--- src/hw/rtl/srso_pkg.sv ---
`timescale 1ns / 1ps

package srso_pkg;

	localparam int CRD_W  = 24;   // coordinate width, signed q12.12
	localparam int RAD_W  = 23;   // radius width, unsigned q11.12
	localparam int DIF_W  = 25;   // coordinate difference
	localparam int OPN_W  = 26;   // multiplier operand, signed
	localparam int PROD_W = 52;   // multiplier product
	localparam int ACC_W  = 53;   // dot product / norm accumulators
	localparam int HALF_W = 25;   // half of a 50-bit magnitude
	localparam int WIDE_W = 102;  // (d.w)^2 - c*|d|^2 accumulator
	localparam int CNT_W  = 9;    // holds a slot count up to 256
	localparam int STEP_W = 4;

	localparam int SPH_STEPS = 14;
	localparam int DD_STEPS  = 3;

	typedef enum logic [1:0] {
		CMD_SPHERE = 2'd0,
		CMD_LIGHT  = 2'd1,
		CMD_QUERY  = 2'd2
	} cmd_t;

	typedef enum logic [3:0] {
		OPN_ZERO,
		OPN_DX, OPN_DY, OPN_DZ,
		OPN_WX, OPN_WY, OPN_WZ,
		OPN_R,
		OPN_M1, OPN_M0,
		OPN_C1, OPN_C0,
		OPN_D1, OPN_D0
	} opnd_t;

	typedef enum logic [1:0] {
		DST_DW,
		DST_C,
		DST_DD,
		DST_WIDE
	} dest_t;

	typedef enum logic [1:0] {
		SH_0,
		SH_25,
		SH_26,
		SH_50
	} shift_t;

	typedef struct packed {
		opnd_t  opa;
		opnd_t  opb;
		dest_t  dest;
		shift_t sh;
		logic   sub;
		logic   clr;
	} mop_t;

	typedef struct packed {
		logic issue;
		mop_t op;
		logic load_d;
		logic load_w;
	} mac_ctl_t;

	typedef struct packed {
		logic dw_neg;
		logic c_pos;
		logic wide_ge;
	} mac_stat_t;

	typedef struct packed {
		logic [CRD_W-1:0] cx;
		logic [CRD_W-1:0] cy;
		logic [CRD_W-1:0] cz;
		logic [RAD_W-1:0] rad;
	} sphere_t;

	typedef struct packed {
		logic [CRD_W-1:0] px;
		logic [CRD_W-1:0] py;
		logic [CRD_W-1:0] pz;
	} light_t;

	typedef enum logic [3:0] {
		ST_IDLE,
		ST_LREAD,
		ST_DIR,
		ST_DD,
		ST_SREAD,
		ST_WSET,
		ST_SPH,
		ST_DRAIN,
		ST_DECIDE
	} state_t;

	// per-sphere program: d.w, then c, then (d.w)^2 - c*dd in 25-bit halves
	function automatic mop_t sph_op(logic [STEP_W-1:0] step);
		mop_t op;
		unique case (step)
			4'd0:  op = '{OPN_DX, OPN_WX, DST_DW,   SH_0,  1'b0, 1'b1};
			4'd1:  op = '{OPN_DY, OPN_WY, DST_DW,   SH_0,  1'b0, 1'b0};
			4'd2:  op = '{OPN_DZ, OPN_WZ, DST_DW,   SH_0,  1'b0, 1'b0};
			4'd3:  op = '{OPN_WX, OPN_WX, DST_C,    SH_0,  1'b0, 1'b1};
			4'd4:  op = '{OPN_WY, OPN_WY, DST_C,    SH_0,  1'b0, 1'b0};
			4'd5:  op = '{OPN_WZ, OPN_WZ, DST_C,    SH_0,  1'b0, 1'b0};
			4'd6:  op = '{OPN_R,  OPN_R,  DST_C,    SH_0,  1'b1, 1'b0};
			4'd7:  op = '{OPN_M1, OPN_M1, DST_WIDE, SH_50, 1'b0, 1'b1};
			4'd8:  op = '{OPN_M1, OPN_M0, DST_WIDE, SH_26, 1'b0, 1'b0};
			4'd9:  op = '{OPN_M0, OPN_M0, DST_WIDE, SH_0,  1'b0, 1'b0};
			4'd10: op = '{OPN_C1, OPN_D1, DST_WIDE, SH_50, 1'b1, 1'b0};
			4'd11: op = '{OPN_C1, OPN_D0, DST_WIDE, SH_25, 1'b1, 1'b0};
			4'd12: op = '{OPN_C0, OPN_D1, DST_WIDE, SH_25, 1'b1, 1'b0};
			4'd13: op = '{OPN_C0, OPN_D0, DST_WIDE, SH_0,  1'b1, 1'b0};
			default: op = '{OPN_ZERO, OPN_ZERO, DST_WIDE, SH_0, 1'b0, 1'b0};
		endcase
		return op;
	endfunction

	// per-query program: |d|^2
	function automatic mop_t dd_op(logic [STEP_W-1:0] step);
		mop_t op;
		unique case (step)
			4'd0:  op = '{OPN_DX, OPN_DX, DST_DD, SH_0, 1'b0, 1'b1};
			4'd1:  op = '{OPN_DY, OPN_DY, DST_DD, SH_0, 1'b0, 1'b0};
			4'd2:  op = '{OPN_DZ, OPN_DZ, DST_DD, SH_0, 1'b0, 1'b0};
			default: op = '{OPN_ZERO, OPN_ZERO, DST_DD, SH_0, 1'b0, 1'b0};
		endcase
		return op;
	endfunction

endpackage

--- src/hw/rtl/srso_tables.sv ---
`timescale 1ns / 1ps

module srso_tables #(
	parameter int  SPHERE_SLOTS = 16,
	parameter int  LIGHT_SLOTS  = 16,
	localparam int SW = (SPHERE_SLOTS > 1) ? $clog2(SPHERE_SLOTS) : 1,
	localparam int LW = (LIGHT_SLOTS > 1) ? $clog2(LIGHT_SLOTS) : 1
) (
	input  logic                   clk,
	input  logic                   sph_we,
	input  logic [SW-1:0]          sph_waddr,
	input  srso_pkg::sphere_t      sph_wdata,
	input  logic [SW-1:0]          sph_raddr,
	output srso_pkg::sphere_t      sph_rd,
	input  logic                   lgt_we,
	input  logic [LW-1:0]          lgt_waddr,
	input  srso_pkg::light_t       lgt_wdata,
	input  logic [LW-1:0]          lgt_raddr,
	output srso_pkg::light_t       lgt_rd
);

	srso_pkg::sphere_t sph_mem [SPHERE_SLOTS];
	srso_pkg::light_t  lgt_mem [LIGHT_SLOTS];
	srso_pkg::sphere_t sph_rd_q;
	srso_pkg::light_t  lgt_rd_q;

	always_ff @(posedge clk) begin
		if (sph_we) begin
			sph_mem[sph_waddr] <= sph_wdata;
		end
		sph_rd_q <= sph_mem[sph_raddr];
	end

	always_ff @(posedge clk) begin
		if (lgt_we) begin
			lgt_mem[lgt_waddr] <= lgt_wdata;
		end
		lgt_rd_q <= lgt_mem[lgt_raddr];
	end

	assign sph_rd = sph_rd_q;
	assign lgt_rd = lgt_rd_q;

endmodule

--- config.mk ---
export PLATFORM = sky130hd
export DESIGN_NAME = srso_tables
export DESIGN_NICKNAME = d
export VERILOG_FILES = /design/src/hw/rtl/srso_pkg.sv /design/src/hw/rtl/srso_tables.sv
export SDC_FILE = /design/constraint.sdc
export NUM_CORES = 2
export LEC_CHECK = 0
export BUFFER_PORTS_ARGS = -buffer_cell sky130_fd_sc_hd__buf_2
export CAP_MARGIN = 30
export CORE_UTILIZATION = 66
export DETAILED_ROUTE_END_ITERATION = 8
export GPL_TIMING_DRIVEN = 0
export PLACE_DENSITY = 0.84
export SKIP_CTS_REPAIR_TIMING = 1
export SLEW_MARGIN = 20
export SYNTH_ARGS = -nofsm -noshare
export SYNTH_HDL_FRONTEND = slang
export SYNTH_SLANG_ARGS = --single-unit
--- constraint.sdc ---
create_clock -name clk -period 14.6 [get_ports clk]
set_input_delay 0 -clock clk [delete_from_list [all_inputs] [get_ports clk]]
set_output_delay 0 -clock clk [all_outputs]
set_load 0.01 [all_outputs]
# Word level (Yosys, flattened, before mapping)
# Memories as Yosys holds them, arrays and structs flattened. A register that Yosys moved wholly into a read port is not among the register bits.
# Cells that the tools add are included.
[classes]
mux = 4
[op_table]
columns = ["cell", "n"]
rows = [
  ["1-bit two-way mux", 4],
]
[totals]
register_bits = 0
word_cells = 6
n_memories = 2
mem_bits_rw = 2672
in_bits = 186
output_inout_bits = 167
[mem_list]
columns = ["memory", "depth", "word_bits", "read_ports", "rd_clocked_by_memory_dff", "write_ports", "line", "rtl"]
rows = [
  ["sph_mem", 16, 95, 1, 1, 1, "srso_tables.sv:22", "srso_pkg::sphere_t sph_mem [SPHERE_SLOTS];"],
  ["lgt_mem", 16, 72, 1, 1, 1, "srso_tables.sv:23", "srso_pkg::light_t lgt_mem [LIGHT_SLOTS];"],
]

# Depth between registers and ports, before layout
[logic_depth]
ltp_word = 2
mapped_depth = 6
depth_no_buf = 3

# Least setup slack after synthesis
# No wires, ideal clock.
[synth_path]
path_kind = "input port to flip-flop"
start = "in sph_waddr[3]"
end = "mem sph_mem[0][0] (netlist name), enable pin"
cell_stages = 2
arrival_time_ps = 6942
slack_ps = 6991
path_buffers = 0
required_ps = 13934
cell_sequence = "or3b_2 > nor3_1"
[synth_rtl]
columns = ["item", "line", "rtl"]
rows = [
  ["start: declaration", "srso_tables.sv:11", "input logic [SW-1:0] sph_waddr,"],
  ["end: declaration", "srso_tables.sv:22", ""],
]
# No word-level cell before the write port.

# Final worst setup path
[layout_path]
start = "in sph_waddr[2]"
end = "mem sph_mem[0][29] (netlist name), enable pin"
# No word-level cell before the write port.

==> key figures <==
Outcome
  – Status: finished, violations left
  – Failing checks: design-rule violations, negative hold slack

GRT
  – Global-route wire length before repair: ~410 mm
  – Antenna violations before repair: 41
  – Vias in the first global route: 55850
  – Total grt overflow: 0
  – Largest net degree at the start of global routing: 22
  – Tot GR Track Use: 0.3725

Worst setup path
  – R2R cell count: 3
  – Critical Path Sink: sph_mem[0][29]$_DFFE_PP_
  – Reg-to-Reg End: sph_rd[91]$_DFF_P_
  – CP endpoint kind: flip-flop
  – Worst reg2reg setup slack: 12910 ps
  – Launching point of the worst reg2reg path: sph_mem[11][91]$_DFFE_PP_
  – Crit path DAT: roughly 3300 ps
  – CP startpoint kind: input pin
  – Critical Path RT: 15210 ps
  – Worst Path Max Fanout: 9
  – Worst Setup SP: sph_waddr[2]
  – Crit path kind: input pin to flip-flop

Finish
  – Synth-to-layout area growth: 18.73%
  – Final Cell Area: 122600 sq um
  – Final Util: 0.7928
  – Post-Layout Cell Count: approximately 7600
  – Fin nets: 5529
  – Fillers: roughly 6700
  – Layout cells sized above 1: 0.3200

Clock tree
  – Latest clock arrival within the worst-skew pair: 930 ps
  – CTS tree: built
  – Clock-pin slew on the worst setup and hold paths: 80 ps
  – CTS buffer count: 287
  – CTS root buf: clkbuf_16
  – CTS Buffer Depth: 4
  – Clk sinks: 2839
  – H-Tree Depth: 5

Timing
  – Worst Tran Pin Value: ~1100 ps
  – Worst Slack Setup Final: around 12000 ps
  – Slew Limit Fails: 0
  – Final Cycle Share: 0.1843
  – Slew headroom: 0.2624
  – Final setup TNS: 0 ps
  – Endpoints failing hold: 1
  – Final Skew: 64.05 ps
  – Final setup viols: 0
  – RSZ-0062 raised after global routing: false
  – FMAX: 0.3717 GHz
  – Time the worst path needs with I/O delays and setup: 2690 ps
  – Worst hold slack: -0.3098 ps

Logic synthesis
  – Yosys Warn Count: 0
  – Mapped Area: 103200 sq um
  – Mapped Avg Cell Area: 24.10 sq um
  – Syn_nets: around 4500
  – Yosys cell types: 18
  – Count leader, synth: edfxtp_1
  – Yosys top cell by area: edfxtp_1
  – Most used DFF post-synth: edfxtp_1
  – Yosys top cell area share: 0.7773
  – Synth top area cells: edfxtp_1 78%, mux4_2 15%, dfxtp_1 3.2%
  – Synth cell count leaders: 2672 x edfxtp_1, 668 x mux4_2, 334 x a22oi_1
  – Synth Register Bits: 2839
  – Asr flop ratio synth: 0
  – Register area share after synthesis: 0.8097
  – Post-synth EDFFs: 2672
  – Syn Inst Count: 4284

Floorplanning
  – Die Wd: ~400 um
  – Top-Level Pins: 353
  – Site row count: 144
  – DIE AREA: 158000 sq um
  – Core area: between 150000 and 200000 sq um
  – Die height: 397.5 um
  – Initial Util: 0.6677

Pwr
  – Switching share of power: 0.2212
  – Leak: 40.29 nW
  – PwrDens: 143.2 nW/um^2
  – Max IR drop VDD: 126.1 uV
  – Power after layout: around 18 mW
  – Flop pwr share: 0.525
  – Combinational Power Share: 0.056
  – Pint: ~14 mW
  – Clock network power share: 0.419
  – P_sw: 3.883 mW

Route
  – Top Metal Used: met5
  – First-pass detailed-route iteration total: 9
  – DRC Markers: 3
  – WL met1: 94.60 mm
  – ANT nets after route: 0
  – Average vias per placed instance: 7.392
  – Met2 WL: 156.7 mm
  – Wire per inst: roughly 41 um
  – Post-Route WL: 310.0 mm
  – Initial DRC Count: 9525
  – Vias: 56480
  – DR WL met3: 36.67 mm

Job
  – Max_cap viols: 0

Placement
  – Setup Slack @ Placement: 11720 ps
  – Post-placement cell area: 111400 sq um
  – Final GP Congestion: around 0.75
  – Port bufs: between 300 and 400
  – # placed instances: 6895
  – Post-DP HPWL: about 160 mm

Hold path
  – HP Class: input pin to flip-flop
worst max-delay path: stages:
cell and delay [ps]:
dlygate4sd3_1 560, buf_2 160, or3b_2 580, nor3_2 760
buf_4 340, buf_4 230, buf_4 220, buf_4 210
buf_4 220
flip-flops by register name, indices dropped and copies added, names as in the netlist:
| name | flops |
|---|---|
| sph_mem | 1520 |
| lgt_mem | 1152 |
| sph_rd | 95 |
| lgt_rd | 72 |
cell type report:
cell class | instances | area, sq um | area share
clock inverter | 108 | 997.2 | 0.008136
timing repair buffer | 770 | 7412 | 0.06048
clock buffer | 391 | 8035 | 0.06556
buffer | 222 | 1201 | 0.009801
multi-input combinational | 1223 | 18670 | 0.1523
antenna | 44 | 110.1 | 0.0008984
sequential | 2839 | 83580 | 0.6820
tap | 2044 | 2557 | 0.02087
power groups by stage:
stage | Combinational (mW) | Clock, mW | Sequential (mW)
floorplan | 0.433 | 0 | 9.36
global placement | 0.784 | 0 | 9.37
detailed placement | 0.868 | 0 | 9.36
CTS | 0.910 | 7.29 | 9.20
global route | 1.02 | 7.61 | 9.21
finish | 0.991 | 7.35 | 9.21
layer usage:
layer	up-vias	GRT usage
met4	18	0.2095
met5	-	0
met2	6183	0.6184
met3	1398	0.08331
li1	20560	-
met1	28320	0.4581
layout by cell type (no fill, tap or decap), drive strengths merged:
cell type       n
nor3            8
dlygate4sd3   200
clkinvlp        9
nand2         169
nand3           2
bufinv         18
inv             5
or3b            2
nor2b           4
mux4          668
nand3b          4
clkinv         76
clkbuf        485
diode          44
dfxtp         167
a22oi         334
buf           698
edfxtp       2672
and2            2
nor2           26
nand2b          4
cells by family (layout without fill, tap and decap cells):
family,after synthesis,in the layout,synth area share
flip-flops,2839,2839,0.8097
AO/OA/AOI/OAI,334,334,0.02429
other,0,44,0
multiplexers,668,668,0.1457
AND/OR/NAND/NOR,221,221,0.008642
buffers and inverters,222,1491,0.01162
how the worst min path moves through the flow:
stage                   from                        end  slack, ps  depth (start not counted)
6_report       sph_wdata[77]   sph_mem[8][77]$_DFFE_PP_       -0.3                          2
5_1_grt        sph_wdata[77]   sph_mem[8][77]$_DFFE_PP_         -7                          2
4_1_cts        sph_wdata[78]  sph_mem[11][78]$_DFFE_PP_       -600                          1
3_5_place_dp   lgt_wdata[47]   lgt_mem[6][47]$_DFFE_PP_        370                          1
3_3_place_gp   sph_wdata[72]  sph_mem[13][72]$_DFFE_PP_        360                          1
2_1_floorplan   lgt_wdata[0]    lgt_mem[0][0]$_DFFE_PP_        100                          0
No activity file was read; power rests on OpenSTA's default activity.
