--- src/hw/rtl/srso_pkg.sv ---
`timescale 1ns / 1ps

package srso_pkg;

	localparam int CRD_W  = 24;   // coordinate width, signed q12.12
	localparam int RAD_W  = 23;   // radius width, unsigned q11.12
	localparam int DIF_W  = 25;   // coordinate difference
	localparam int OPN_W  = 26;   // multiplier operand, signed
	localparam int PROD_W = 52;   // multiplier product
	localparam int ACC_W  = 53;   // dot product / norm accumulators
	localparam int HALF_W = 25;   // half of a 50-bit magnitude
	localparam int WIDE_W = 102;  // (d.w)^2 - c*|d|^2 accumulator
	localparam int CNT_W  = 9;    // holds a slot count up to 256
	localparam int STEP_W = 4;

	localparam int SPH_STEPS = 14;
	localparam int DD_STEPS  = 3;

	typedef enum logic [1:0] {
		CMD_SPHERE = 2'd0,
		CMD_LIGHT  = 2'd1,
		CMD_QUERY  = 2'd2
	} cmd_t;

	typedef enum logic [3:0] {
		OPN_ZERO,
		OPN_DX, OPN_DY, OPN_DZ,
		OPN_WX, OPN_WY, OPN_WZ,
		OPN_R,
		OPN_M1, OPN_M0,
		OPN_C1, OPN_C0,
		OPN_D1, OPN_D0
	} opnd_t;

	typedef enum logic [1:0] {
		DST_DW,
		DST_C,
		DST_DD,
		DST_WIDE
	} dest_t;

	typedef enum logic [1:0] {
		SH_0,
		SH_25,
		SH_26,
		SH_50
	} shift_t;

	typedef struct packed {
		opnd_t  opa;
		opnd_t  opb;
		dest_t  dest;
		shift_t sh;
		logic   sub;
		logic   clr;
	} mop_t;

	typedef struct packed {
		logic issue;
		mop_t op;
		logic load_d;
		logic load_w;
	} mac_ctl_t;

	typedef struct packed {
		logic dw_neg;
		logic c_pos;
		logic wide_ge;
	} mac_stat_t;

	typedef struct packed {
		logic [CRD_W-1:0] cx;
		logic [CRD_W-1:0] cy;
		logic [CRD_W-1:0] cz;
		logic [RAD_W-1:0] rad;
	} sphere_t;

	typedef struct packed {
		logic [CRD_W-1:0] px;
		logic [CRD_W-1:0] py;
		logic [CRD_W-1:0] pz;
	} light_t;

	typedef enum logic [3:0] {
		ST_IDLE,
		ST_LREAD,
		ST_DIR,
		ST_DD,
		ST_SREAD,
		ST_WSET,
		ST_SPH,
		ST_DRAIN,
		ST_DECIDE
	} state_t;

	// per-sphere program: d.w, then c, then (d.w)^2 - c*dd in 25-bit halves
	function automatic mop_t sph_op(logic [STEP_W-1:0] step);
		mop_t op;
		unique case (step)
			4'd0:  op = '{OPN_DX, OPN_WX, DST_DW,   SH_0,  1'b0, 1'b1};
			4'd1:  op = '{OPN_DY, OPN_WY, DST_DW,   SH_0,  1'b0, 1'b0};
			4'd2:  op = '{OPN_DZ, OPN_WZ, DST_DW,   SH_0,  1'b0, 1'b0};
			4'd3:  op = '{OPN_WX, OPN_WX, DST_C,    SH_0,  1'b0, 1'b1};
			4'd4:  op = '{OPN_WY, OPN_WY, DST_C,    SH_0,  1'b0, 1'b0};
			4'd5:  op = '{OPN_WZ, OPN_WZ, DST_C,    SH_0,  1'b0, 1'b0};
			4'd6:  op = '{OPN_R,  OPN_R,  DST_C,    SH_0,  1'b1, 1'b0};
			4'd7:  op = '{OPN_M1, OPN_M1, DST_WIDE, SH_50, 1'b0, 1'b1};
			4'd8:  op = '{OPN_M1, OPN_M0, DST_WIDE, SH_26, 1'b0, 1'b0};
			4'd9:  op = '{OPN_M0, OPN_M0, DST_WIDE, SH_0,  1'b0, 1'b0};
			4'd10: op = '{OPN_C1, OPN_D1, DST_WIDE, SH_50, 1'b1, 1'b0};
			4'd11: op = '{OPN_C1, OPN_D0, DST_WIDE, SH_25, 1'b1, 1'b0};
			4'd12: op = '{OPN_C0, OPN_D1, DST_WIDE, SH_25, 1'b1, 1'b0};
			4'd13: op = '{OPN_C0, OPN_D0, DST_WIDE, SH_0,  1'b1, 1'b0};
			default: op = '{OPN_ZERO, OPN_ZERO, DST_WIDE, SH_0, 1'b0, 1'b0};
		endcase
		return op;
	endfunction

	// per-query program: |d|^2
	function automatic mop_t dd_op(logic [STEP_W-1:0] step);
		mop_t op;
		unique case (step)
			4'd0:  op = '{OPN_DX, OPN_DX, DST_DD, SH_0, 1'b0, 1'b1};
			4'd1:  op = '{OPN_DY, OPN_DY, DST_DD, SH_0, 1'b0, 1'b0};
			4'd2:  op = '{OPN_DZ, OPN_DZ, DST_DD, SH_0, 1'b0, 1'b0};
			default: op = '{OPN_ZERO, OPN_ZERO, DST_DD, SH_0, 1'b0, 1'b0};
		endcase
		return op;
	endfunction

endpackage

--- src/hw/rtl/srso_mac.sv ---
`timescale 1ns / 1ps

module srso_mac (
	input  logic                          clk,
	input  logic                          arst_n,
	input  logic                          load_p,
	input  logic [srso_pkg::CRD_W-1:0]    pos_x,
	input  logic [srso_pkg::CRD_W-1:0]    pos_y,
	input  logic [srso_pkg::CRD_W-1:0]    pos_z,
	input  srso_pkg::light_t              lgt,
	input  srso_pkg::sphere_t             sph,
	input  srso_pkg::mac_ctl_t            ctl,
	output srso_pkg::mac_stat_t           stat
);

	localparam int CW = srso_pkg::CRD_W;
	localparam int DW = srso_pkg::DIF_W;
	localparam int OW = srso_pkg::OPN_W;
	localparam int PW = srso_pkg::PROD_W;
	localparam int AW = srso_pkg::ACC_W;
	localparam int HW = srso_pkg::HALF_W;
	localparam int XW = srso_pkg::WIDE_W;

	logic [CW-1:0] p_x_q, p_y_q, p_z_q;
	logic [DW-1:0] d_x_q, d_y_q, d_z_q;
	logic [DW-1:0] w_x_q, w_y_q, w_z_q;
	logic [srso_pkg::RAD_W-1:0] r_q;

	logic [AW-1:0] acc_dw_q, acc_c_q, acc_dd_q;
	logic [XW-1:0] acc_wide_q;

	logic signed [PW-1:0] p_s1;
	srso_pkg::mop_t       op_s1;
	logic                 vld_s1;

	logic [AW-1:0]        mag;
	logic signed [OW-1:0] opa, opb;
	logic signed [PW-1:0] prod;
	logic [XW-1:0]        ext, addend, base, sum;

	// magnitude of a negative d.w; only meaningful when d.w < 0
	assign mag = -acc_dw_q;

	function automatic logic signed [OW-1:0] pick(srso_pkg::opnd_t s);
		logic signed [OW-1:0] v;
		unique case (s)
			srso_pkg::OPN_DX: v = {d_x_q[DW-1], d_x_q};
			srso_pkg::OPN_DY: v = {d_y_q[DW-1], d_y_q};
			srso_pkg::OPN_DZ: v = {d_z_q[DW-1], d_z_q};
			srso_pkg::OPN_WX: v = {w_x_q[DW-1], w_x_q};
			srso_pkg::OPN_WY: v = {w_y_q[DW-1], w_y_q};
			srso_pkg::OPN_WZ: v = {w_z_q[DW-1], w_z_q};
			srso_pkg::OPN_R:  v = {{(OW-srso_pkg::RAD_W){1'b0}}, r_q};
			srso_pkg::OPN_M1: v = {1'b0, mag[2*HW-1:HW]};
			srso_pkg::OPN_M0: v = {1'b0, mag[HW-1:0]};
			srso_pkg::OPN_C1: v = {1'b0, acc_c_q[2*HW-1:HW]};
			srso_pkg::OPN_C0: v = {1'b0, acc_c_q[HW-1:0]};
			srso_pkg::OPN_D1: v = {1'b0, acc_dd_q[2*HW-1:HW]};
			srso_pkg::OPN_D0: v = {1'b0, acc_dd_q[HW-1:0]};
			default:          v = '0;
		endcase
		return v;
	endfunction

	always_comb begin
		opa  = pick(ctl.op.opa);
		opb  = pick(ctl.op.opb);
		prod = opa * opb;
	end

	// accumulate stage: shift the registered product, +/- it into one accumulator
	always_comb begin
		ext = {{(XW-PW){p_s1[PW-1]}}, p_s1};
		unique case (op_s1.sh)
			srso_pkg::SH_0:  addend = ext;
			srso_pkg::SH_25: addend = ext << 25;
			srso_pkg::SH_26: addend = ext << 26;
			srso_pkg::SH_50: addend = ext << 50;
			default:         addend = ext;
		endcase
		if (op_s1.clr) begin
			base = '0;
		end else begin
			unique case (op_s1.dest)
				srso_pkg::DST_DW:   base = {{(XW-AW){acc_dw_q[AW-1]}}, acc_dw_q};
				srso_pkg::DST_C:    base = {{(XW-AW){acc_c_q[AW-1]}}, acc_c_q};
				srso_pkg::DST_DD:   base = {{(XW-AW){acc_dd_q[AW-1]}}, acc_dd_q};
				srso_pkg::DST_WIDE: base = acc_wide_q;
				default:            base = acc_wide_q;
			endcase
		end
		sum = op_s1.sub ? (base - addend) : (base + addend);
	end

	always_ff @(posedge clk or negedge arst_n) begin
		if (!arst_n) begin
			vld_s1 <= 1'b0;
		end else begin
			vld_s1 <= ctl.issue;
		end
	end

	always_ff @(posedge clk) begin
		p_s1  <= prod;
		op_s1 <= ctl.op;
		if (load_p) begin
			p_x_q <= pos_x;
			p_y_q <= pos_y;
			p_z_q <= pos_z;
		end
		if (ctl.load_d) begin
			d_x_q <= {lgt.px[CW-1], lgt.px} - {p_x_q[CW-1], p_x_q};
			d_y_q <= {lgt.py[CW-1], lgt.py} - {p_y_q[CW-1], p_y_q};
			d_z_q <= {lgt.pz[CW-1], lgt.pz} - {p_z_q[CW-1], p_z_q};
		end
		if (ctl.load_w) begin
			w_x_q <= {p_x_q[CW-1], p_x_q} - {sph.cx[CW-1], sph.cx};
			w_y_q <= {p_y_q[CW-1], p_y_q} - {sph.cy[CW-1], sph.cy};
			w_z_q <= {p_z_q[CW-1], p_z_q} - {sph.cz[CW-1], sph.cz};
			r_q   <= sph.rad;
		end
		if (vld_s1) begin
			unique case (op_s1.dest)
				srso_pkg::DST_DW:   acc_dw_q   <= sum[AW-1:0];
				srso_pkg::DST_C:    acc_c_q    <= sum[AW-1:0];
				srso_pkg::DST_DD:   acc_dd_q   <= sum[AW-1:0];
				srso_pkg::DST_WIDE: acc_wide_q <= sum;
				default:            acc_wide_q <= sum;
			endcase
		end
	end

	assign stat.dw_neg  = acc_dw_q[AW-1];
	assign stat.c_pos   = !acc_c_q[AW-1] && (acc_c_q != '0);
	assign stat.wide_ge = !acc_wide_q[XW-1];

endmodule

--- config.mk ---
export PLATFORM = sky130hd
export DESIGN_NAME = srso_mac
export DESIGN_NICKNAME = d
export VERILOG_FILES = /design/src/hw/rtl/srso_pkg.sv /design/src/hw/rtl/srso_mac.sv
export SDC_FILE = /design/constraint.sdc
export NUM_CORES = 2
export LEC_CHECK = 0
export ABC_AREA = 1
export BUFFER_PORTS_ARGS = -buffer_cell sky130_fd_sc_hd__buf_4
export CORE_ASPECT_RATIO = 2
export CORE_MARGIN = 2
export CORE_UTILIZATION = 30
export DETAILED_ROUTE_END_ITERATION = 10
export PLACE_DENSITY = 0.58
export SYNTH_ARGS = -nofsm -noshare
export SYNTH_HDL_FRONTEND = slang
export SYNTH_SLANG_ARGS = --single-unit
--- constraint.sdc ---
create_clock -name clk -period 7 [get_ports clk]
set_input_delay 1.4 -clock clk [delete_from_list [all_inputs] [get_ports clk]]
set_output_delay 1.4 -clock clk [all_outputs]
set_load 0.005 [all_outputs]
Word-level counts from Yosys, hierarchy flattened:

Cells that the tools add are included.

* $add $sub $neg: 9
* reductions and logical operators: 10
* equality and inequality tests: 32
* $mul: 1
* multiplexer cells: 6

Operators by type and width (number)
* case mux 102 bit (4 select lines): 2
* case mux 26 bit (13 select lines): 2
* 2-to-1 mux 102 bit: 2
* subtractor 24 x 24 -> 25 bit: 6
* adder 102 bit: 1
* subtractor 102 bit: 1
* nonzero test 53 bit: 1
* multiplier 26 x 26 -> 52 bit: 1
* negation 50 bit: 1
* == test 4 bit (second input constant): 12
* == test 4 x 3 -> 1 bit (second input constant): 8
* == test 4 x 2 -> 1 bit (second input constant): 4
* == test 2 bit (second input constant): 4
* == test 4 x 1 -> 1 bit (second input constant): 2
* AND reduction 2 bit: 4
* == test 2 x 1 -> 1 bit (second input constant): 2
* zero test 2 bit: 2
* zero test 1 bit: 2
* logical AND 1 bit: 1

* bits of input ports: 259
* word-level logic and storage cells: 78
* output and inout bits: 3
* bits in registers: 565

Longest topological paths before layout:

* word-level depth: 5
* depth in mapped cells: 43
* depth with buffers taken out: 42

Worst setup path after synthesis:

Ideal clock, no wire load.

* path type: input -> register
* start: in ctl[11] in the netlist's numbering
* end: reg p_s1[50]
* slack: -1.651 ns
* stages: 27
* arrival: 8.579 ns
* cells stage by stage: inv_1 -> nor2_1 -> inv_1 -> nor2_1 -> clkbuf_1 -> nand3_1 -> nand4_1 -> clkbuf_1 -> nand2_1 -> fa_1 -> inv_1 -> fa_1 -> inv_1 -> fa_1 -> inv_1 -> fa_1 -> fa_1 -> fa_1 -> fa_1 -> ha_1 -> nand2_1 -> nor2_1 -> inv_1 -> nor4_1 -> o21ai_0 -> nand3_1 -> xor2_1

* cells in the longest elaborated chain, start to end: 3
* elaborated cells on any way between the ends: 15

Ends and longest elaborated chain
* start, declared: line srso_mac.sv:12 `input srso_pkg::mac_ctl_t ctl,`
* == test 4 bit (tied with other cells): line srso_mac.sv:46 `unique case (s)`
* case mux 26 bit (13 select lines) *: line srso_mac.sv:46
* multiplier 26 x 26 -> 52 bit *: line srso_mac.sv:68 `prod = opa * opb;`
* via prod[50]: line srso_mac.sv:38 `logic signed [PW-1:0] prod;`
* end signal, assigned: line srso_mac.sv:104 `p_s1 <= prod;`
* end, declared: line srso_mac.sv:32 `logic signed [PW-1:0] p_s1;`

The timed path passes the listed nets; every way through them passes the cells marked *.
A chain may end at the register's enable or synchronous reset.

Worst setup path after layout:

* start: in ctl[12] in the netlist's numbering
* end: reg p_s1[46]

The elaborated chain is that of the path after synthesis.

==> flow_summary.json <==
{
  "outcome": "finished with violations",
  "violations": "negative setup slack",
  "cp.required_ns": 7.64,
  "fin_cells": 14000,
  "syn_nets": 10700,
  "dp_hpwl_microns": 315000,
  "cp_top_family": "adder cells",
  "final.setup_skew_ns": 0.0665,
  "synthArstFlopShare_pct": 0.177,
  "drc": 0,
  "port-buffer-count": 261,
  "place_ws_ns": -2.63,
  "yosysWarnings": 0,
  "die_x_microns": 347,
  "synth_top_area_share_pct": 21.5,
  "crit_path_max_incr_delay_ns": 0.59,
  "antenna_found_initial": 12,
  "synthTopCellsByCount": "2237 x nand2_1, 1980 x inv_1, 790 x nor2_1",
  "startpoint_type": "input pin",
  "die_h_microns": 690,
  "min_period_over_period_pct": 116,
  "htreeDepth": 3,
  "ios": 262,
  "first_global_vias": 72700,
  "grt_pass1_wl_microns": 520000,
  "finalSetupViolCount": 40,
  "worst_pin_slew_ns": 1.26,
  "drtIter0Drc": 6756,
  "vias": 71800,
  "rows": 252,
  "drive_gt1_share_pct": 24.9,
  "cts-root-buf": "clkbuf_16",
  "die_area_sq_um": 240000,
  "drv_slew": 0,
  "synth-main-ff-cell": "edfxtp_1",
  "synthToLayoutAreaGrowth_pct": 36.2,
  "clkLatencyLatePin_ns": 0.74,
  "slew-limit-headroom_pct": 15.3,
  "dp.cells": 13700,
  "r2r_slack_ns": -1.00,
  "drt.antenna.violating_nets": 0,
  "cts_buffers": 67,
  "min_path_type": "input pin to async pin",
  "finalNetCount": 12300,
  "dr.pass1.iters": 7,
  "clock_sinks": 565,
  "synth.avg_cell_area_sq_um": 7.60,
  "clkTransAtPathRegs_ns": 0.07,
  "ys_top_cells_by_area": "edfxtp_1 22%, fa_1 20%, nand2_1 12%, inv_1 11%, ha_1 6.9%",
  "grt_max_degree": 65,
  "crit_arrival_ns": 8.78,
  "clockBufferDepth": 3,
  "cp_max_fo": 7,
  "gp_congestion": 1.07,
  "tritoncts": "done",
  "ctsHoldBuffers": 0,
  "rsz0062_at_grt": "true",
  "synth_area_sq_um": 70600,
  "grt_overflow_total": 0,
  "synth_cell_types": 63,
  "via_per_inst": 5.12,
  "fin_ws_ns": -1.13,
  "synth_most_common_cell": "nand2_1",
  "synth_area_leader_cell": "edfxtp_1",
  "synth_edf_count": 506,
  "ys_seq_area_share_pct": 23.2,
  "setup.worst_path.class": "input pin to flip-flop",
  "core_area_sq_um": 235000,
  "track_usage_pct": 30.3,
  "critPathBufInv": 12,
  "critical_path.endpoint_type": "flip-flop",
  "crit_slowest_cell": "fa_2",
  "detail_route.wl_per_cell_microns": 26.6,
  "drv_cap": 0,
  "start_util_pct": 30.1,
  "final_hold_viol_count": 0,
  "routed_wl_microns": 373000,
  "clock.fmax_mhz": 123,
  "synth_cells": 9299,
  "ys_ff_latch": 565,
  "min_period_ns": 8.13,
  "fill_cells": 24000,
  "final_core_util_pct": 40.9
}
[final cells by class]
type / count / area [sq um] / area share [%]
inverter: 1989 / 7610 / 7.91
timing repair buffer: 1790 / 16300 / 16.9
sequential: 565 / 16400 / 17.0
clock buffer: 85 / 1850 / 1.92
antenna: 6 / 15.0 / 0.0156
clock inverter: 39 / 543 / 0.565
multi-input combinational: 6504 / 49700 / 51.7
tap: 3048 / 3810 / 3.97
[flip-flops by register name (all words and copies together) (netlist names), 52 cells and up]
register,count
acc_c_q,53
acc_dd_q,53
acc_dw_q,53
acc_wide_q,102
p_s1,52
[kinds of logic (layout without fill, tap and decap cells)]
logic type / after synthesis / count (layout) / synth area share, %
simple gates: 3689 / 3689 / 21.4
buf+inv: 2230 / 3903 / 12.3
compound gates: 1340 / 1340 / 11.4
fa+ha+maj: 1110 / 1110 / 27.3
flops: 565 / 565 / 23.2
xor+xnor: 364 / 364 / 4.51
mux: 1 / 1 / 0.0142
other cells: 0 / 6 / 0
[placed cells by master, fill, tap and decap left out, types with 111 or more instances in the layout]
cell and n:
nor2_1 699, nand3_1 283, buf_4 1488, xor2_1 233, ha_1 345, o21ai_0 333, nand2_1 2077, nand2_2 111
a21oi_1 403, xnor2_1 119, edfxtp_1 506, buf_12 152, fa_1 673, inv_1 1851
[what timing repair did]
action	CTS	global route
pin swaps	173	205
setup buffers	84	58
gates resized for setup	587	446
setup endpoints to repair	43	41
gates cloned	9	9
[layer usage]
| metal | wire, microns | share of wire [%] | up-vias | track usage, % |
|---|---|---|---|---|
| li1 | - | - | 32700 | - |
| met1 | 145000 | 39 | 35200 | 37.0 |
| met2 | 172000 | 46 | 3117 | 49.9 |
| met3 | 26100 | 7.0 | 724 | 5.08 |
| met4 | 28900 | 7.8 | 4 | 18.6 |
| met5 | 33 | 0.0089 | - | 0 |
[worst reg2reg max path, delay by kind of cell (launching register included)]
kind,cells,cell delay (ns)
buffers and inverters,10,1.28
and+or+nand+nor,15,2.13
DFF,1,0.45
xor gates and xnor gates,1,0.14
adders and majority gates,8,3.98
[stage by stage]
| stage | setup TNS [ns] | cell area [sq um] | hold slack (ns) |
|---|---|---|---|
| final | -36.05 | 96200 | 0.440 |
| after detailed placement | -92.66 | 87900 | 0.672 |
| after global placement | -91.81 | 87900 | 0.679 |
| after global routing | -43.76 | 96200 | 0.436 |
| after CTS | -34.82 | 93800 | 0.402 |
| after floorplan | -19.51 | 71900 | 0.631 |
[worst paths after layout]
kind,end,cells past startpoint,from
max in group asynchronous,vld_s1,1,arst_n
hold reg to reg,d_y_q[0],2,p_y_q[0]
hold / removal,vld_s1,1,arst_n
setup / recovery,p_s1[46],33,ctl[12]
setup reg to reg,p_s1[47],34,acc_dw_q[12]
min in group clk,d_y_q[0],2,p_y_q[0]
Power is not shown: default switching activity piles up to over one toggle a cycle in this logic, so the estimate is an artifact.
