===== src/hw/rtl/srso_pkg.sv =====
`timescale 1ns / 1ps

package srso_pkg;

	localparam int CRD_W  = 24;   // coordinate width, signed q12.12
	localparam int RAD_W  = 23;   // radius width, unsigned q11.12
	localparam int DIF_W  = 25;   // coordinate difference
	localparam int OPN_W  = 26;   // multiplier operand, signed
	localparam int PROD_W = 52;   // multiplier product
	localparam int ACC_W  = 53;   // dot product / norm accumulators
	localparam int HALF_W = 25;   // half of a 50-bit magnitude
	localparam int WIDE_W = 102;  // (d.w)^2 - c*|d|^2 accumulator
	localparam int CNT_W  = 9;    // holds a slot count up to 256
	localparam int STEP_W = 4;

	localparam int SPH_STEPS = 14;
	localparam int DD_STEPS  = 3;

	typedef enum logic [1:0] {
		CMD_SPHERE = 2'd0,
		CMD_LIGHT  = 2'd1,
		CMD_QUERY  = 2'd2
	} cmd_t;

	typedef enum logic [3:0] {
		OPN_ZERO,
		OPN_DX, OPN_DY, OPN_DZ,
		OPN_WX, OPN_WY, OPN_WZ,
		OPN_R,
		OPN_M1, OPN_M0,
		OPN_C1, OPN_C0,
		OPN_D1, OPN_D0
	} opnd_t;

	typedef enum logic [1:0] {
		DST_DW,
		DST_C,
		DST_DD,
		DST_WIDE
	} dest_t;

	typedef enum logic [1:0] {
		SH_0,
		SH_25,
		SH_26,
		SH_50
	} shift_t;

	typedef struct packed {
		opnd_t  opa;
		opnd_t  opb;
		dest_t  dest;
		shift_t sh;
		logic   sub;
		logic   clr;
	} mop_t;

	typedef struct packed {
		logic issue;
		mop_t op;
		logic load_d;
		logic load_w;
	} mac_ctl_t;

	typedef struct packed {
		logic dw_neg;
		logic c_pos;
		logic wide_ge;
	} mac_stat_t;

	typedef struct packed {
		logic [CRD_W-1:0] cx;
		logic [CRD_W-1:0] cy;
		logic [CRD_W-1:0] cz;
		logic [RAD_W-1:0] rad;
	} sphere_t;

	typedef struct packed {
		logic [CRD_W-1:0] px;
		logic [CRD_W-1:0] py;
		logic [CRD_W-1:0] pz;
	} light_t;

	typedef enum logic [3:0] {
		ST_IDLE,
		ST_LREAD,
		ST_DIR,
		ST_DD,
		ST_SREAD,
		ST_WSET,
		ST_SPH,
		ST_DRAIN,
		ST_DECIDE
	} state_t;

	// per-sphere program: d.w, then c, then (d.w)^2 - c*dd in 25-bit halves
	function automatic mop_t sph_op(logic [STEP_W-1:0] step);
		mop_t op;
		unique case (step)
			4'd0:  op = '{OPN_DX, OPN_WX, DST_DW,   SH_0,  1'b0, 1'b1};
			4'd1:  op = '{OPN_DY, OPN_WY, DST_DW,   SH_0,  1'b0, 1'b0};
			4'd2:  op = '{OPN_DZ, OPN_WZ, DST_DW,   SH_0,  1'b0, 1'b0};
			4'd3:  op = '{OPN_WX, OPN_WX, DST_C,    SH_0,  1'b0, 1'b1};
			4'd4:  op = '{OPN_WY, OPN_WY, DST_C,    SH_0,  1'b0, 1'b0};
			4'd5:  op = '{OPN_WZ, OPN_WZ, DST_C,    SH_0,  1'b0, 1'b0};
			4'd6:  op = '{OPN_R,  OPN_R,  DST_C,    SH_0,  1'b1, 1'b0};
			4'd7:  op = '{OPN_M1, OPN_M1, DST_WIDE, SH_50, 1'b0, 1'b1};
			4'd8:  op = '{OPN_M1, OPN_M0, DST_WIDE, SH_26, 1'b0, 1'b0};
			4'd9:  op = '{OPN_M0, OPN_M0, DST_WIDE, SH_0,  1'b0, 1'b0};
			4'd10: op = '{OPN_C1, OPN_D1, DST_WIDE, SH_50, 1'b1, 1'b0};
			4'd11: op = '{OPN_C1, OPN_D0, DST_WIDE, SH_25, 1'b1, 1'b0};
			4'd12: op = '{OPN_C0, OPN_D1, DST_WIDE, SH_25, 1'b1, 1'b0};
			4'd13: op = '{OPN_C0, OPN_D0, DST_WIDE, SH_0,  1'b1, 1'b0};
			default: op = '{OPN_ZERO, OPN_ZERO, DST_WIDE, SH_0, 1'b0, 1'b0};
		endcase
		return op;
	endfunction

	// per-query program: |d|^2
	function automatic mop_t dd_op(logic [STEP_W-1:0] step);
		mop_t op;
		unique case (step)
			4'd0:  op = '{OPN_DX, OPN_DX, DST_DD, SH_0, 1'b0, 1'b1};
			4'd1:  op = '{OPN_DY, OPN_DY, DST_DD, SH_0, 1'b0, 1'b0};
			4'd2:  op = '{OPN_DZ, OPN_DZ, DST_DD, SH_0, 1'b0, 1'b0};
			default: op = '{OPN_ZERO, OPN_ZERO, DST_DD, SH_0, 1'b0, 1'b0};
		endcase
		return op;
	endfunction

endpackage


===== src/hw/rtl/srso_seq.sv =====
`timescale 1ns / 1ps

module srso_seq #(
	parameter int  SPHERE_SLOTS = 16,
	localparam int SW = (SPHERE_SLOTS > 1) ? $clog2(SPHERE_SLOTS) : 1
) (
	input  logic                          clk,
	input  logic                          arst_n,
	input  logic                          query,
	input  logic                          light_ok,
	input  logic [srso_pkg::CNT_W-1:0]    n_lim,
	input  srso_pkg::mac_stat_t           stat,
	output srso_pkg::mac_ctl_t            ctl,
	output logic [SW-1:0]                 sph_addr,
	output logic                          busy,
	output logic                          done,
	output logic                          occluded
);

	localparam int NW = srso_pkg::CNT_W;
	localparam int TW = srso_pkg::STEP_W;

	srso_pkg::state_t state_q, state_nx;
	logic [TW-1:0] step_q;
	logic [NW-1:0] sph_q, n_q, sph_nx;
	logic          light_ok_q, done_q, occ_q;

	logic fin, hit, inc, step_adv, blk, last;

	assign sph_nx = sph_q + NW'(1);
	assign blk    = stat.dw_neg && stat.c_pos && stat.wide_ge;
	assign last   = (sph_nx >= n_q);

	always_comb begin
		state_nx = state_q;
		unique case (state_q)
			srso_pkg::ST_IDLE: begin
				if (query) state_nx = srso_pkg::ST_LREAD;
			end
			srso_pkg::ST_LREAD: state_nx = srso_pkg::ST_DIR;
			srso_pkg::ST_DIR: begin
				if (!light_ok_q || (n_q == '0)) state_nx = srso_pkg::ST_IDLE;
				else state_nx = srso_pkg::ST_DD;
			end
			srso_pkg::ST_DD: begin
				if (step_q == TW'(srso_pkg::DD_STEPS - 1)) state_nx = srso_pkg::ST_SREAD;
			end
			srso_pkg::ST_SREAD: state_nx = srso_pkg::ST_WSET;
			srso_pkg::ST_WSET:  state_nx = srso_pkg::ST_SPH;
			srso_pkg::ST_SPH: begin
				if (step_q == TW'(srso_pkg::SPH_STEPS - 1)) state_nx = srso_pkg::ST_DRAIN;
			end
			srso_pkg::ST_DRAIN: state_nx = srso_pkg::ST_DECIDE;
			srso_pkg::ST_DECIDE: begin
				if (blk || last) state_nx = srso_pkg::ST_IDLE;
				else state_nx = srso_pkg::ST_SREAD;
			end
			default: state_nx = srso_pkg::ST_IDLE;
		endcase
	end

	always_comb begin
		ctl      = '0;
		fin      = 1'b0;
		hit      = 1'b0;
		inc      = 1'b0;
		step_adv = 1'b0;
		unique case (state_q)
			srso_pkg::ST_IDLE, srso_pkg::ST_LREAD, srso_pkg::ST_SREAD,
			srso_pkg::ST_DRAIN: begin
			end
			srso_pkg::ST_DIR: begin
				ctl.load_d = 1'b1;
				fin        = !light_ok_q || (n_q == '0);
			end
			srso_pkg::ST_DD: begin
				ctl.issue = 1'b1;
				ctl.op    = srso_pkg::dd_op(step_q);
				step_adv  = (step_q != TW'(srso_pkg::DD_STEPS - 1));
			end
			srso_pkg::ST_WSET: ctl.load_w = 1'b1;
			srso_pkg::ST_SPH: begin
				ctl.issue = 1'b1;
				ctl.op    = srso_pkg::sph_op(step_q);
				step_adv  = (step_q != TW'(srso_pkg::SPH_STEPS - 1));
			end
			srso_pkg::ST_DECIDE: begin
				fin = blk || last;
				hit = blk;
				inc = !(blk || last);
			end
			default: begin
			end
		endcase
	end

	always_ff @(posedge clk or negedge arst_n) begin
		if (!arst_n) begin
			state_q    <= srso_pkg::ST_IDLE;
			step_q     <= '0;
			sph_q      <= '0;
			n_q        <= '0;
			light_ok_q <= 1'b0;
			done_q     <= 1'b0;
			occ_q      <= 1'b0;
		end else begin
			state_q <= state_nx;
			step_q  <= step_adv ? (step_q + TW'(1)) : '0;
			done_q  <= fin;
			occ_q   <= hit;
			if ((state_q == srso_pkg::ST_IDLE) && query) begin
				sph_q      <= '0;
				n_q        <= n_lim;
				light_ok_q <= light_ok;
			end else if (inc) begin
				sph_q <= sph_nx;
			end
		end
	end

	assign sph_addr = sph_q[SW-1:0];
	assign busy     = (state_q != srso_pkg::ST_IDLE);
	assign done     = done_q;
	assign occluded = occ_q;

endmodule


===== config.mk =====
export PLATFORM = sky130hd
export DESIGN_NAME = srso_seq
export DESIGN_NICKNAME = d
export VERILOG_FILES = /design/src/hw/rtl/srso_pkg.sv /design/src/hw/rtl/srso_seq.sv
export SDC_FILE = /design/constraint.sdc
export NUM_CORES = 1
export LEC_CHECK = 0
export BUFFER_PORTS_ARGS = -buffer_cell sky130_fd_sc_hd__buf_2
export CAP_MARGIN = 10
export CORE_AREA = 2 2 92 50
export DETAILED_ROUTE_END_ITERATION = 12
export DIE_AREA = 0 0 94 52
export PLACE_DENSITY = 0.86
export SETUP_SLACK_MARGIN = 0.05
export SYNTH_ARGS = -nofsm -noshare
export SYNTH_HDL_FRONTEND = slang
export SYNTH_SLANG_ARGS = --single-unit
export TNS_END_PERCENT = 100

===== constraint.sdc =====
create_clock -name clk -period 3.2 [get_ports clk]
set_clock_uncertainty 0.05 [all_clocks]
set_input_delay 0.16 -clock clk [delete_from_list [all_inputs] [get_ports clk]]
set_output_delay 0.16 -clock clk [all_outputs]
set_load 0.02 [all_outputs]

; ---- After elaboration in Yosys (flattened, before gate mapping)
; Memory sizes are Yosys's and may differ from the RTL's.
; Cells that the tools add are included.
[word_totals]
reg_bits = 29
mem_bits_ro = 224
in_bits = 16
out_inout_bits = 24
wordCells = 57
n_memories = 1
[memory_table]
columns = name, words, width, read_ports, rd_clocked_by_memory_dff, write_ports, line_no
row1 = (name not given), 16, 14, 1, 0, 0, srso_pkg.sv:99  ; unique case (step)
[classes]
addsub = 2
magnitude_cmp = 1
n_eq_ne = 16
mux = 17
n_reduce_logical = 13
[op_table]
columns = cell, count
row1 = $pmux W12 S3, 1
row2 = $pmux W4 S9, 1
row3 = $pmux W15 S2, 1
row4 = $mux W9, 2
row5 = $eq A4 B3 Y1 const B, 4
row6 = $mux W4, 4
row7 = $eq A4 B2 Y1 const B, 3
row8 = $add A9 B1 Y9 const B, 1
row9 = $ge A9 B9 Y1, 1
row10 = $logic_not A9 Y1, 1
row11 = $eq A4 B1 Y1 const B, 2
row12 = $eq A4 B4 Y1 const B, 2
row13 = $logic_not A4 Y1, 2
row14 = $ne A2 B2 Y1 const B, 3
row15 = $add A4 B1 Y4 const B, 1
row16 = $mux W1, 4
row17 = $ne A4 B2 Y1 const B, 1
row18 = $ne A4 B4 Y1 const B, 1
row19 = $pmux W1 S2, 2
row20 = $reduce_bool A4 Y1, 1
row21 = $logic_and A1 B1 Y1, 3
row22 = $mux W3, 1
row23 = $reduce_and A3 Y1, 1
row24 = $logic_not A1 Y1, 2
row25 = other kinds (3), 4

; ---- Logic depth before layout (Yosys ltp)
[depth]
word_depth = 7
mapped_depth = 12
ltp_nobuf = 11

; ---- Least setup slack after synthesis
; No wires, ideal clock.
[synth_timing]
kind = reg2reg
startpoint = reg sph_q[0]
endpoint = reg sph_q[3]
setup_ps = 125
arrival_time_ps = 2599
required_ps = 3025
setup_slack_ps = 426
stages_incl_launch_ff = 13
path_buffers = 1
period_less_slack_ps = 2774
cell_sequence = dfrtp_1 ha_1 nand3_1 nor2_1 nor2_1 or2_2 ha_1 a211o_1 o211ai_1 and3_1 buf_4 nand2_4 mux2_4
[synth_between]
elab_chain_cells = 6
elab_cells_between_ends = 8
classes_between = add/sub: 1 / order compare: 1 / mux: 3 / reduce/logical: 3
[synth_lines]
columns = element, line_no
row1 = "start, declared", srso_seq.sv:25  ; logic [NW-1:0] sph_q, n_q, sph_nx;
row2 = "start signal, assigned", srso_seq.sv:116  ; sph_q <= sph_nx;
row3 = $add A9 B1 Y9 (*), srso_seq.sv:30  ; assign sph_nx = sph_q + NW'(1);
row4 = $ge A9 B9 Y1, srso_seq.sv:32  ; assign last = (sph_nx >= n_q);
row5 = $logic_or A1 B1 Y1, srso_seq.sv:90  ; inc = !(blk || last);
row6 = $logic_not A1 Y1, srso_seq.sv:90
row7 = $mux W1, srso_seq.sv:68  ; unique case (state_q)
row8 = $reduce_bool A2 Y1 (no line), -
; Mark *: on every way between the ends. The rest lies on a longest branch, timed or not. The select of a mux whose other input is x is not followed.
; A chain may end at the register's enable or synchronous reset.

; ---- Final worst setup path
[layout_timing]
startpoint = reg sph_q[1]
endpoint = reg sph_q[3]
; The elaborated chain is that of the path after synthesis.

==> metrics.md <==
| Metric | Value |
|---|---|
| Outcome | `complete, no violations` |
| ANT nets after route | `0` |
| Sequential share of the synthesized area | `about a third` |
| Synthesized cell area | `0.00214 sq mm` |
| Most common cell after layout, fill and taps aside | `buf_2` |
| Routed len/inst | `approximately 16 um` |
| Depth of the most critical reg-to-reg path | `11` |
| Max_cap viols | `0` |
| Fill cells | `around 390` |
| Io pins | `40` |
| Fmax | `341 MHz` |
| Clk pwr share | `approximately 16%` |
| Clk buf depth | `2` |
| Routability cong. | `0.992` |
| Buffers on Ports | `39` |
| Critical R2R Launch | `sph_q[1]$_DFFE_PN0P_` |
| FF/Latch Area | `slightly above 700 sq um` |
| Final setup fails | `0` |
| CTS H-tree depth | `2` |
| Hold Crit Class | `primary input to register` |
| Tmin final | `slightly below 3 ns` |
| Most frequent cells in the layout | `buf_2 (39), nand2_1 (29), dfrtp_1 (29)` |
| PD cells | `766 mW/mm^2` |
| Global route total overflow | `0` |
| DIE HEIGHT | `approximately 52 um` |
| Total track usage | `a little under a quarter` |
| RSZ-0062 raised after global routing | `false` |
| R2R Setup Slk | `approximately 0.26 ns` |
| Internal Power | `around 0.001 W` |
| Critical Path End Type | `register` |
| DRC viols | `0` |
| Placed Instance Area | `0.00234 sq mm` |
| Final HPWL DP | `4100 um` |
| Post-route cell area | `roughly 0.0024 sq mm` |
| Die width | `94 um` |
| Tcrit/Tclk final | `between 90 and 100%` |
| Asr flop ratio synth | `100%` |
| Final TNS setup | `0 ns` |
| Hold worst-path end | `n_q[3]$_DFFE_PN0P_` |
| Lkg Pwr | `between 1 and 1.5 nW` |
| Crit Path Max Fanout | `6` |
| Die ar. | `0.00489 sq mm` |
| Clk Latency, worst-skew pair | `0.29 ns` |
| Row cnt | `17` |
| WP data arrival | `3.06 ns` |
| Via count | `between 1,500 and 2,000` |
| Drt first pass iters | `4` |
| First-pass GRT wire length | `just under 9000 um` |
| Cell count after synthesis | `249` |
| Multi-input logic area | `approximately 0.0013 sq mm` |
| Setup crit start kind | `register` |
| Final net count | `around 320` |
| Initial antenna violation count | `0` |
| Clock Sinks | `29` |
| M3 GR Usage | `a little under 6%` |
| Sw frac | `46.7%` |
| Final Instance Count excl. Fillers | `roughly 340` |
| Busiest grt layer | `met1` |
| Yosys warns | `0` |
| Register bit total from synthesis | `29` |
| CTS buffer count | `5` |
| Share of cells above drive strength 1 | `between 20% and 30%` |
| Final Util | `around three fifths` |
| Iter 0 DRT Violations | `~160` |
| Combinational share of power | `just over 50%` |
| Vias in the first global route | `between 1,500 and 2,000` |
| Slew Limit Fails | `0` |
| Met2 usage | `31.0%` |
| Initial Utilization | `about half` |
| CTS Root Cell | `clkbuf_8` |
| Antenna Cells | `0` |
| Dpl cells | `around 330` |
| Met1 usage | `between 30% and 40%` |
| Final hold vios | `0` |
| RR Endpoint | `sph_q[3]$_DFFE_PN0P_` |
| Syn avg cell area | `8.58 sq um` |
| Worst slew margin | `between 40% and 50%` |
| Vias/cell | `approximately 5.7` |
| HP Start | `n_lim[3]` |
| Total core area | `approximately 0.0041 sq mm` |
| Ys flop type | `dfrtp_1` |
| Netlist cell types | `51` |
| Critical path class | `register to register` |
| Hold depth | `3` |
| Critical path required time | `about 3.3 ns` |
| Slew @ Worst Pin | `0.763 ns` |
| Largest net degree at the start of global routing | `30` |
| Post-synth EDFFs | `0` |
| Clock slew at reported path FFs | `about 0.060 ns` |
| Overall Power | `0.00186 W` |
| Syn_nets | `around 290` |
| Worst ir drop on vdd | `around 0.00029 V` |
| CTS tree | `yes` |
| Routed wire length | `around 5300 um` |
| Sw power | `a little under 0.0009 W` |
| Synthesis-to-layout area growth | `13.7%` |
| Reg power frac | `32.7%` |
per-stage QoR:
stage / hold slack (ns) / setup slack, ns
2_1_floorplan: -0.186 / 0.426
3_3_place_gp: 0.172 / 0.387
3_5_place_dp: 0.179 / 0.286
4_1_cts: 0.0249 / 0.269
5_1_grt: 0.0326 / 0.0775
6_report: 0.0262 / 0.263
what timing repair did:
| item | 4_1_cts | 5_1_grt |
|---|---|---|
| buffers inserted | 0 | 0 |
| hold endpoints to repair | 29 | 0 |
| hold buffers | 1 | 0 |
| setup endpoints to repair | 0 | 2 |
| resized for setup | 0 | 1 |
cells in the mapped netlist (2+ instances only):
cell type	number	area share [%]
xor2_1	3	1.2
or2_2	2	0.59
o211ai_1	5	1.8
dfrtp_1	29	34
nand4_1	3	0.88
and2_1	9	2.6
mux2i_1	3	1.4
nor4_1	2	0.59
nand3_1	10	2.3
inv_1	15	2.6
buf_2	2	0.47
and3_1	2	0.59
mux2_4	4	2.8
nor2_1	21	3.7
ha_1	20	12
o31ai_1	3	1.1
a21oi_1	8	1.9
a31oi_1	2	0.59
o21ai_1	15	3.5
nor3_1	9	2.1
xnor2_1	5	2.1
clkbuf_1	3	0.53
o21ai_0	6	1.4
o41ai_1	2	0.82
a21o_1	2	0.70
nand2b_1	4	1.2
nand2_1	29	5.1
buf_4	6	2.1
o22ai_1	3	0.88
layer usage:
metal	up-vias	share of wire [%]
met5	-	0
li1	947	-
met2	102	39
met3	10	9.5
met1	913	50
met4	0	1.4
worst max-delay path by stage:
stage	end	start	cells after the start	slack [ns]
floorplan	sph_q[3]$_DFFE_PN0P_	sph_q[0]$_DFFE_PN0P_	12	0.43
global placement	sph_q[3]$_DFFE_PN0P_	sph_q[1]$_DFFE_PN0P_	11	0.39
detailed placement	sph_q[8]$_DFFE_PN0P_	sph_q[1]$_DFFE_PN0P_	11	0.29
CTS	sph_q[7]$_DFFE_PN0P_	sph_q[1]$_DFFE_PN0P_	11	0.27
global route	sph_q[3]$_DFFE_PN0P_	sph_q[1]$_DFFE_PN0P_	11	0.08
finish	sph_q[3]$_DFFE_PN0P_	sph_q[1]$_DFFE_PN0P_	11	0.26
registers in the layout (all words and copies together) (netlist names):
register	flops
done	1
light_ok_q	1
n_q	9
occluded	1
sph_q	9
state_q	4
step_q	4
worst max-delay path: stages (launching register included):
cell	delay [ns]
dfrtp_1	0.44
ha_2	0.26
nand3_1	0.15
nor2_1	0.17
nor2_1	0.07
or2_2	0.30
ha_1	0.29
a211o_1	0.25
o211ai_1	0.13
and3_1	0.28
nand2_4	0.11
mux2_4	0.32
cell type report:
type,instances,area share [%]
Inverter,17,2.63
Tap cell,57,2.94
Multi-Input combinational cell,190,52.2
Sequential cell,29,29.9
Timing Repair Buffer,42,9.07
Clock buffer,8,3.30
logic make-up after synthesis:
| logic type | Yosys count | share of synthesized area (%) |
|---|---|---|
| flops | 29 | 34.0 |
| buf+inv | 30 | 6.79 |
| compound gates | 59 | 17.9 |
| xor+xnor | 8 | 3.28 |
| mux | 7 | 4.22 |
| fa+ha+maj | 20 | 11.7 |
| simple gates | 96 | 22.1 |
power groups by stage:
| stage | combinational (W) | sequential (W) | clock [W] |
|---|---|---|---|
| floorplan | 0.000714 | 0.000576 | 0 |
| global placement | 0.000905 | 0.000603 | 0 |
| detailed placement | 0.000938 | 0.000612 | 0 |
| CTS | 0.000946 | 0.000605 | 0.000299 |
| global route | 0.00106 | 0.000625 | 0.000315 |
| finish | 0.000959 | 0.000608 | 0.000294 |
(Power assumes the default switching activity.)
